--- src/rtl/cas_pkg.sv ---
// Shared types, constants and helpers for the cave automaton smoothing block.
// No dependencies; imported by the line buffer, the cell rule and the top level.
package cas_pkg;

    localparam int MAX_WIDTH  = 256;
    localparam int MAX_HEIGHT = 1024;

    localparam int COL_W    = $clog2(MAX_WIDTH);
    localparam int ROW_W    = $clog2(MAX_HEIGHT);
    localparam int WIDTH_W  = 9;
    localparam int HEIGHT_W = 11;
    localparam int KIND_W   = 3;
    localparam int THR_W    = 3;
    localparam int CNT_W    = 3;
    localparam int IDX_W    = 3;
    localparam int CFG_W    = 11;

    typedef logic [KIND_W-1:0] kind_t;

    localparam kind_t KIND_OPEN     = 3'd0;
    localparam kind_t KIND_OBSTACLE = 3'd1;
    localparam kind_t KIND_SPECIAL  = 3'd2;

    localparam logic [IDX_W-1:0] REG_UPDATE_MODE = 3'd0;
    localparam logic [IDX_W-1:0] REG_SURVIVAL    = 3'd1;
    localparam logic [IDX_W-1:0] REG_BIRTH       = 3'd2;
    localparam logic [IDX_W-1:0] REG_WIDTH       = 3'd3;
    localparam logic [IDX_W-1:0] REG_HEIGHT      = 3'd4;

    // position of the centre cell, worked out when its south neighbour arrives
    typedef struct packed {
        logic row_ge2;
        logic col_border;
    } cell_pos_t;

    function automatic logic [CNT_W-1:0] is_obstacle(input kind_t k);
        return (k == KIND_OBSTACLE) ? CNT_W'(1) : CNT_W'(0);
    endfunction

endpackage

--- src/rtl/cas_line_buf.sv ---
// Two row line buffers: updated row above and original centre row.
// Depends on cas_pkg. Read data is registered; no clearing after reset.
module cas_line_buf (
    input  logic                      clk,
    input  logic                      rd_en,
    input  logic [cas_pkg::COL_W-1:0] rd_addr,
    input  logic [cas_pkg::COL_W-1:0] rd_addr_east,
    input  logic                      wr_above,
    input  logic                      wr_center,
    input  logic [cas_pkg::COL_W-1:0] wr_addr,
    input  cas_pkg::kind_t            above_wdata,
    input  cas_pkg::kind_t            center_wdata,
    output cas_pkg::kind_t            north,
    output cas_pkg::kind_t            centre,
    output cas_pkg::kind_t            east
);
    import cas_pkg::*;

    kind_t above_mem  [MAX_WIDTH];
    kind_t center_mem [MAX_WIDTH];
    kind_t north_reg;
    kind_t centre_reg;
    kind_t east_reg;

    always_ff @(posedge clk)
    begin
        if (wr_above)
        begin
            above_mem[wr_addr] <= above_wdata;
        end
        if (wr_center)
        begin
            center_mem[wr_addr] <= center_wdata;
        end
        if (rd_en)
        begin
            north_reg  <= above_mem[rd_addr];
            centre_reg <= center_mem[rd_addr];
            east_reg   <= center_mem[rd_addr_east];
        end
    end

    assign north  = north_reg;
    assign centre = centre_reg;
    assign east   = east_reg;

endmodule

--- src/rtl/cas_cell_rule.sv ---
// Four-neighbour smoothing rule for one centre cell.
// Depends on cas_pkg. Purely combinational.
module cas_cell_rule (
    input  cas_pkg::kind_t            centre,
    input  cas_pkg::kind_t            north,
    input  cas_pkg::kind_t            west,
    input  cas_pkg::kind_t            east,
    input  cas_pkg::kind_t            south,
    input  cas_pkg::cell_pos_t        pos,
    input  logic [cas_pkg::THR_W-1:0] survival,
    input  logic [cas_pkg::THR_W-1:0] birth,
    input  logic                      sync_mode,
    output cas_pkg::kind_t            result,
    output cas_pkg::kind_t            write_back
);
    import cas_pkg::*;

    logic [CNT_W-1:0] count;
    logic             interior;

    always_comb
    begin
        count    = is_obstacle(north) + is_obstacle(west) + is_obstacle(east)
                 + is_obstacle(south);
        interior = pos.row_ge2 && !pos.col_border && (centre != KIND_SPECIAL);
        result   = centre;
        if (interior)
        begin
            if (count < survival)
            begin
                result = KIND_OPEN;
            end
            else if (count >= birth)
            begin
                result = KIND_OBSTACLE;
            end
        end
        // synchronous pass keeps originals for north and west
        write_back = sync_mode ? centre : result;
    end

endmodule

--- src/rtl/cave_automaton_smoothing.sv ---
// Top level of the cave automaton smoothing block: counters, config, work stage
// and output register. Depends on cas_pkg, cas_line_buf and cas_cell_rule.
//
// Usage:
//   Cells of the grid enter on the s_ channel in raster order, one per beat,
//   frame_start on s_tuser marking the first cell of a pass. Results leave on
//   the m_ channel: each cell of row r emits the finished cell of row r-1, and
//   each cell of the last row then also emits itself. m_tlast marks the last
//   result of the pass, m_tuser the last result caused by an input beat.
//   Registers are to be written by the user through cfg_we/cfg_index/cfg_data
//   only while idle; the block itself does not enforce this. An accepted input
//   beat loads the work stage and the line buffer read registers; the output
//   register is loaded from them when it is free, and with the second beat of a
//   last-row cell once the first has been taken.
//   Throughput: one input beat per cycle while the output register is free,
//   set by the single work stage between the line buffer read and the output
//   register; last-row cells need two output beats and hold the stage for both.
//   The first row gives no result.
//   Reset clears counters, valid flags and the west cell and loads register
//   defaults; line buffers are not cleared. When m_tready is low the output
//   register holds its beat and one cell waits in the work stage; s_tready
//   drops only once that cell cannot move on.
module cave_automaton_smoothing (
    input  logic                      clk,
    input  logic                      rst_n,
    input  logic                      s_tvalid,
    output logic                      s_tready,
    input  logic [7:0]                s_tdata,   // [2:0] cell_kind
    input  logic                      s_tuser,   // [0] frame_start
    output logic                      m_tvalid,
    input  logic                      m_tready,
    output logic [7:0]                m_tdata,   // [2:0] new_kind
    output logic                      m_tlast,   // frame_end
    output logic                      m_tuser,   // [0] run_last
    input  logic                      cfg_we,
    input  logic [cas_pkg::IDX_W-1:0] cfg_index,
    input  logic [cas_pkg::CFG_W-1:0] cfg_data
);
    import cas_pkg::*;

    // configuration
    logic                mode_reg;
    logic [THR_W-1:0]    surv_reg;
    logic [THR_W-1:0]    birth_reg;
    logic [WIDTH_W-1:0]  width_reg;
    logic [HEIGHT_W-1:0] height_reg;
    logic [WIDTH_W-1:0]  w_eff;
    logic [HEIGHT_W-1:0] h_eff;

    // raster position
    logic [COL_W-1:0]    col_reg;
    logic [ROW_W-1:0]    row_reg;
    logic [COL_W-1:0]    col_next;
    logic [ROW_W-1:0]    row_next;
    logic [COL_W-1:0]    cur_col;
    logic [ROW_W-1:0]    cur_row;
    logic [HEIGHT_W-1:0] row_pre;
    logic [WIDTH_W-1:0]  col_inc;
    logic [HEIGHT_W-1:0] row_adv;
    logic                wrap_col;

    // work stage
    logic                s1_valid_reg;
    logic                s1_phase_reg;
    logic                s1_valid_next;
    logic                s1_phase_next;
    kind_t               s1_kind_reg;
    logic [COL_W-1:0]    s1_col_reg;
    logic                s1_row_ge1_reg;
    logic                s1_last_row_reg;
    logic                s1_col_last_reg;
    cell_pos_t           s1_pos_reg;
    kind_t               west_reg;

    kind_t               north;
    kind_t               centre;
    kind_t               east;
    kind_t               result;
    kind_t               write_back;

    logic                in_accept;
    logic                out_free;
    logic                first_pending;
    logic                need_out;
    logic                push;
    logic                done;

    // output register
    logic                out_valid_reg;
    kind_t               out_kind_reg;
    logic                out_last_reg;
    logic                out_run_last_reg;

    always_comb
    begin
        w_eff = width_reg;
        if (width_reg < WIDTH_W'(3))
        begin
            w_eff = WIDTH_W'(3);
        end
        else if (width_reg > WIDTH_W'(MAX_WIDTH))
        begin
            w_eff = WIDTH_W'(MAX_WIDTH);
        end
        h_eff = height_reg;
        if (height_reg < HEIGHT_W'(3))
        begin
            h_eff = HEIGHT_W'(3);
        end
        else if (height_reg > HEIGHT_W'(MAX_HEIGHT))
        begin
            h_eff = HEIGHT_W'(MAX_HEIGHT);
        end
    end

    // counters may sit beyond a size reduced since the last beat
    always_comb
    begin
        wrap_col = WIDTH_W'(col_reg) >= w_eff;
        row_pre  = wrap_col ? (HEIGHT_W'(row_reg) + HEIGHT_W'(1)) : HEIGHT_W'(row_reg);
        cur_col  = wrap_col ? '0 : col_reg;
        cur_row  = (row_pre >= h_eff) ? '0 : row_pre[ROW_W-1:0];
        if (s_tuser)
        begin
            cur_col = '0;
            cur_row = '0;
        end
        col_inc = WIDTH_W'(cur_col) + WIDTH_W'(1);
        row_adv = HEIGHT_W'(cur_row) + HEIGHT_W'(1);
        if (col_inc >= w_eff)
        begin
            col_next = '0;
            row_next = (row_adv >= h_eff) ? '0 : row_adv[ROW_W-1:0];
        end
        else
        begin
            col_next = col_inc[COL_W-1:0];
            row_next = cur_row;
        end
    end

    always_comb
    begin
        out_free      = !out_valid_reg || m_tready;
        first_pending = s1_row_ge1_reg && !s1_phase_reg;
        need_out      = first_pending || s1_last_row_reg;
        push          = s1_valid_reg && need_out && out_free;
        done          = s1_valid_reg
                     && (!need_out || (push && !(first_pending && s1_last_row_reg)));
        s_tready      = !s1_valid_reg || done;
        in_accept     = s_tvalid && s_tready;

        s1_valid_next = s1_valid_reg;
        if (in_accept)
        begin
            s1_valid_next = 1'b1;
        end
        else if (done)
        begin
            s1_valid_next = 1'b0;
        end

        s1_phase_next = s1_phase_reg;
        if (done)
        begin
            s1_phase_next = 1'b0;
        end
        else if (push)
        begin
            s1_phase_next = 1'b1;
        end
    end

    cas_line_buf u_line_buf (
        .clk          (clk),
        .rd_en        (in_accept),
        .rd_addr      (cur_col),
        .rd_addr_east (cur_col + COL_W'(1)),
        .wr_above     (done && s1_row_ge1_reg),
        .wr_center    (done),
        .wr_addr      (s1_col_reg),
        .above_wdata  (write_back),
        .center_wdata (s1_kind_reg),
        .north        (north),
        .centre       (centre),
        .east         (east)
    );

    cas_cell_rule u_cell_rule (
        .centre     (centre),
        .north      (north),
        .west       (west_reg),
        .east       (east),
        .south      (s1_kind_reg),
        .pos        (s1_pos_reg),
        .survival   (surv_reg),
        .birth      (birth_reg),
        .sync_mode  (mode_reg),
        .result     (result),
        .write_back (write_back)
    );

    always_ff @(posedge clk or negedge rst_n)
    begin
        if (!rst_n)
        begin
            mode_reg   <= 1'b1;
            surv_reg   <= THR_W'(2);
            birth_reg  <= THR_W'(3);
            width_reg  <= WIDTH_W'(64);
            height_reg <= HEIGHT_W'(64);
        end
        else if (cfg_we)
        begin
            case (cfg_index)
                REG_UPDATE_MODE: mode_reg   <= cfg_data[0];
                REG_SURVIVAL:    surv_reg   <= cfg_data[THR_W-1:0];
                REG_BIRTH:       birth_reg  <= cfg_data[THR_W-1:0];
                REG_WIDTH:       width_reg  <= cfg_data[WIDTH_W-1:0];
                REG_HEIGHT:      height_reg <= cfg_data[HEIGHT_W-1:0];
                default:         ;
            endcase
        end
    end

    always_ff @(posedge clk or negedge rst_n)
    begin
        if (!rst_n)
        begin
            col_reg       <= '0;
            row_reg       <= '0;
            s1_valid_reg  <= 1'b0;
            s1_phase_reg  <= 1'b0;
            west_reg      <= KIND_OPEN;
            out_valid_reg <= 1'b0;
        end
        else
        begin
            if (in_accept)
            begin
                col_reg <= col_next;
                row_reg <= row_next;
            end
            s1_valid_reg <= s1_valid_next;
            s1_phase_reg <= s1_phase_next;
            if (done && s1_row_ge1_reg)
            begin
                west_reg <= write_back;
            end
            if (push)
            begin
                out_valid_reg <= 1'b1;
            end
            else if (m_tready)
            begin
                out_valid_reg <= 1'b0;
            end
        end
    end

    always_ff @(posedge clk)
    begin
        if (in_accept)
        begin
            s1_kind_reg           <= s_tdata[KIND_W-1:0];
            s1_col_reg            <= cur_col;
            s1_row_ge1_reg        <= (cur_row != '0);
            s1_last_row_reg       <= (HEIGHT_W'(cur_row) == h_eff - HEIGHT_W'(1));
            s1_col_last_reg       <= (WIDTH_W'(cur_col) == w_eff - WIDTH_W'(1));
            s1_pos_reg.row_ge2    <= (cur_row > ROW_W'(1));
            s1_pos_reg.col_border <= (cur_col == '0)
                                  || (WIDTH_W'(cur_col) == w_eff - WIDTH_W'(1));
        end
        if (push)
        begin
            if (first_pending)
            begin
                out_kind_reg     <= result;
                out_last_reg     <= 1'b0;
                out_run_last_reg <= !s1_last_row_reg;
            end
            else
            begin
                out_kind_reg     <= s1_kind_reg;
                out_last_reg     <= s1_col_last_reg;
                out_run_last_reg <= 1'b1;
            end
        end
    end

    assign m_tvalid = out_valid_reg;
    assign m_tdata  = {{(8 - KIND_W){1'b0}}, out_kind_reg};
    assign m_tlast  = out_last_reg;
    assign m_tuser  = out_run_last_reg;

endmodule

--- config.mk ---
export PLATFORM = sky130hd
export DESIGN_NAME = cave_automaton_smoothing
export DESIGN_NICKNAME = d
export VERILOG_FILES = /design/src/rtl/cas_pkg.sv /design/src/rtl/cas_line_buf.sv /design/src/rtl/cas_cell_rule.sv /design/src/rtl/cave_automaton_smoothing.sv
export SDC_FILE = /design/constraint.sdc
export NUM_CORES = 2
export LEC_CHECK = 0
export BUFFER_PORTS_ARGS = -buffer_cell sky130_fd_sc_hd__buf_4
export CAP_MARGIN = 20
export CORE_ASPECT_RATIO = 2
export CORE_MARGIN = 2
export CORE_UTILIZATION = 54
export DETAILED_ROUTE_END_ITERATION = 7
export HOLD_SLACK_MARGIN = 0.03
export PLACE_DENSITY_LB_ADDON = 0.25
export SLEW_MARGIN = 10
export SYNTH_ARGS = -nofsm -noshare
export SYNTH_HDL_FRONTEND = slang
export SYNTH_SLANG_ARGS = --single-unit
export TNS_END_PERCENT = 10
--- constraint.sdc ---
create_clock -name clk -period 25.7 [get_ports clk]
set_input_delay 1.285 -clock clk [delete_from_list [all_inputs] [get_ports clk]]
set_output_delay 1.285 -clock clk [all_outputs]
set_load 0.005 [all_outputs]
==> run_results.csv <==
group,metric,value,unit
logic_synthesis,ys_top_cells_by_count,"edfxtp_1, nor2_1, nand2_1, o22ai_1, mux2i_1",
logic_synthesis,synth_cell_type_count,87,
worst_setup_path,r2r_cells,30,
hold_path,hold_path.class,"flop to flop",
status,violations,"DRC",
drt,drt-total-wl,235.7,mm
logic_synthesis,avgSynthCellArea,13.39,um^2
clock_tree,cts_root_buffer,"clkbuf_16",
final_layout,nets,5310,
worst_setup_path,reg2reg_to,"row_reg[8]$_DFFE_PN0P_",
logic_synthesis,synth_area_leaders,"edfxtp_1, nor2_1, o22ai_1",
timing,min_period,8.125,ns
floorplanning,die-area,0.1357,mm^2
final_layout,areaGrowthSynthToFinish,8.644,%
global_route,grt_max_degree,158,
final_layout,drive_gt1_share,10.23,%
pwr,p_clk_share,29.1,%
clock_tree,cts_tree,"done",
timing,setup_violations,0,
timing,slew_headroom,10.10,%
floorplanning,io_pins,40,
timing,period_share,31.61,%
clock_tree,cts-buffers-inserted,134,
worst_setup_path,cp_slowest_cell,"dfrtp_1",
status,status,"complete, but fails checks",
worst_setup_path,crit_type,"flop to flop",
logic_synthesis,yosysTopAreaCellShare,65.66,%
job,cap_violations,0,
timing,max_freq,123.1,MHz
logic_synthesis,ys_seq_elements,1617,
logic_synthesis,synth_most_common_cell,"edfxtp_1",
worst_setup_path,rrSetupSlack,17.58,ns
worst_setup_path,required,26.43,ns
logic_synthesis,async_flop_share,3.154,%
drt,wl_per_cell,33.39,um
global_route,use_met2,56.67,%
logic_synthesis,synth_edf_count,1566,
timing,setup_tns,0,ns
floorplanning,die_height,519.0,um
timing,tightest_slew,1.336,ns
global_route,grtUsageMet1,35.56,%
pwr,power.density,94.00,mW/mm^2
worst_setup_path,rr_startpoint,"width_reg[8]$_DFFE_PN0P_",
global_route,antenna_found_initial,12,
drt,drcViolationCount,1,
timing,drv_slew,0,
pwr,peakVddDrop,0.0001078,V
placed_design,io_buffers,29,
global_route,grt_pass1_vias,49763,
drt,drt_iter0_drc,5885,
worst_setup_path,crit_path_frequent_cell,"ha_1",
pwr,p_switching,2.382,mW
global_route,grt_busiest_layer,"met2",
pwr,seq_power_share,44.3,%
pwr,swShare,32.56,%
drt,dr.pass1.iters,8,
hold_path,hold_path.startpoint,"surv_reg[0]$_DFFE_PN0P_",
worst_setup_path,cp.arrival,8.85,ns
worst_setup_path,endpoint_kind,"flop",
worst_setup_path,worstSetupStartpoint,"width_reg[8]$_DFFE_PN0P_",
logic_synthesis,synth-main-ff-cell,"edfxtp_1",
logic_synthesis,yosysSeqAreaShare,67.45,%
logic_synthesis,synthCells,5348,
worst_setup_path,slowest_delay,0.73,ns
global_route,track_usage,34.65,%
placed_design,hpwl,144.4,mm
logic_synthesis,syn_area,0.07162,mm^2
pwr,comb_power_share,26.7,%
clock_tree,cts_buffer_depth,3,
global_route,grt_pass1_wl,331.6,mm
logic_synthesis,synth_top_area_cell,"edfxtp_1",
floorplanning,core_area,0.1322,mm^2
timing,hold_viol,0,
hold_path,holdPathEnd,"surv_reg[0]$_DFFE_PN0P_",
global_route,grt_overflow,0,
clock_tree,clk_pin_slew,0.08,ns
clock_tree,cts_sinks,1617,
floorplanning,start_util,54.18,%
logic_synthesis,yosys_warnings,0,
placed_design,placed_area,0.07322,mm^2
final_layout,postLayoutCellArea,0.07781,mm^2
timing,rsz0062_at_grt,"false",
floorplanning,die_x,261.5,um
clock_tree,clock_latency,0.80,ns
clock_tree,post_cts_buffers,0,
worst_setup_path,startpoint_type,"flop",
worst_setup_path,crit_fanout,14,
hold_path,min_path_cells,1,
global_route,use_met3,8.524,%
pwr,p_leak,24.71,nW
timing,fin_worst_skew,0.02674,ns
pwr,intPower,4.933,mW
drt,final_antenna_net_count,0,
placed_design,gp_congestion,0.9989,
floorplanning,rows,189,
clock_tree,cts-resized-gates,0,
clock_tree,hold_buffers,0,
clock_tree,h-tree-depth,4,
drt,viasPerCell,7.015,
drt,vias,49525,
per-layer routing:
| layer | part of all wire (%) | vias to the layer above | routed length (um) |
|---|---|---|---|
| met5 | 0.027 | - | 63 |
| met4 | 12 | 10 | 27640 |
| met3 | 9.9 | 1075 | 23350 |
| met2 | 48 | 3229 | 114100 |
| met1 | 30 | 24590 | 70520 |
| li1 | - | 20621 | - |
how the worst max path moves through the flow:
stage,endpoint,slack (ns),depth (start not counted)
2_1_floorplan,u_line_buf.above_mem[0][0]$_DFFE_PP_,8.23,10
3_3_place_gp,row_reg[9]$_DFFE_PN0P_,17.88,30
3_5_place_dp,row_reg[8]$_DFFE_PN0P_,17.65,30
4_1_cts,row_reg[8]$_DFFE_PN0P_,17.62,30
5_1_grt,row_reg[8]$_DFFE_PN0P_,17.04,30
6_report,row_reg[8]$_DFFE_PN0P_,17.58,30
critical path, delay by kind of cell (launching register included):
family	cells	cell delay, ns
AOI/OAI and AO/OA	12	2.90
DFF	1	0.73
buffers and inverters	4	0.78
xor gates and xnor gates	1	0.36
adders and majority gates	4	1.24
and+or+nand+nor	9	2.05
cell families (layout without fill, tap and decap cells):
group,Yosys count,in the layout,synth area share [%]
mux,360,360,6.915
flops,1617,1617,67.45
fa+ha+maj,56,56,0.9888
buf+inv,449,432,2.917
simple gates,1858,1858,11.52
compound gates,961,961,9.642
other cells,1,11,0.005236
xor+xnor,46,46,0.5625
per-stage QoR:
step	instances	hold WS [ns]	utilization (%)	power [mW]	worst slack [ns]
finish	7060	0.5083	58.86	7.315	17.58
global route	7055	0.5253	58.85	7.511	17.04
CTS	7050	0.5100	58.82	7.261	17.62
detailed placement	6805	0.4957	55.39	5.181	17.65
global placement	6804	0.4877	55.38	5.154	17.88
floorplan	5352	0.4707	-	4.607	8.232
cell type report:
type / instances / area, um^2
diodes: 6 / 15.01
clock buffers: 153 / 3456
clock inverters: 92 / 1069
fillers: 10222 / 54380
inverters: 43 / 170.2
multi-input cells: 3286 / 21480
flip-flops and latches: 1617 / 48310
well taps: 1719 / 2151
repair buffers: 144 / 1161
cell usage in the layout, fill, tap and decap left out, drive strengths merged, types with 64 or more instances in the layout:
| master | netlist | layout |
|---|---|---|
| a32o | 156 | 156 |
| edfxtp | 1566 | 1566 |
| nor4 | 173 | 173 |
| nand2 | 602 | 602 |
| nand3 | 121 | 121 |
| o21ai | 89 | 89 |
| mux2i | 227 | 227 |
| a21oi | 69 | 69 |
| o22ai | 381 | 381 |
| nor3 | 165 | 165 |
| mux4 | 105 | 105 |
| clkbuf | 208 | 153 |
| nor2 | 650 | 650 |
| buf | 198 | 144 |
| clkinv | 5 | 64 |
power groups by stage:
stage	sequential, mW	combinational, mW	clock [mW]
6_report	3.24	1.95	2.13
5_1_grt	3.24	2.04	2.23
3_5_place_dp	3.29	1.89	0
3_3_place_gp	3.29	1.86	0
4_1_cts	3.24	1.90	2.13
2_1_floorplan	3.39	1.22	0
(Power assumes the default switching activity.)
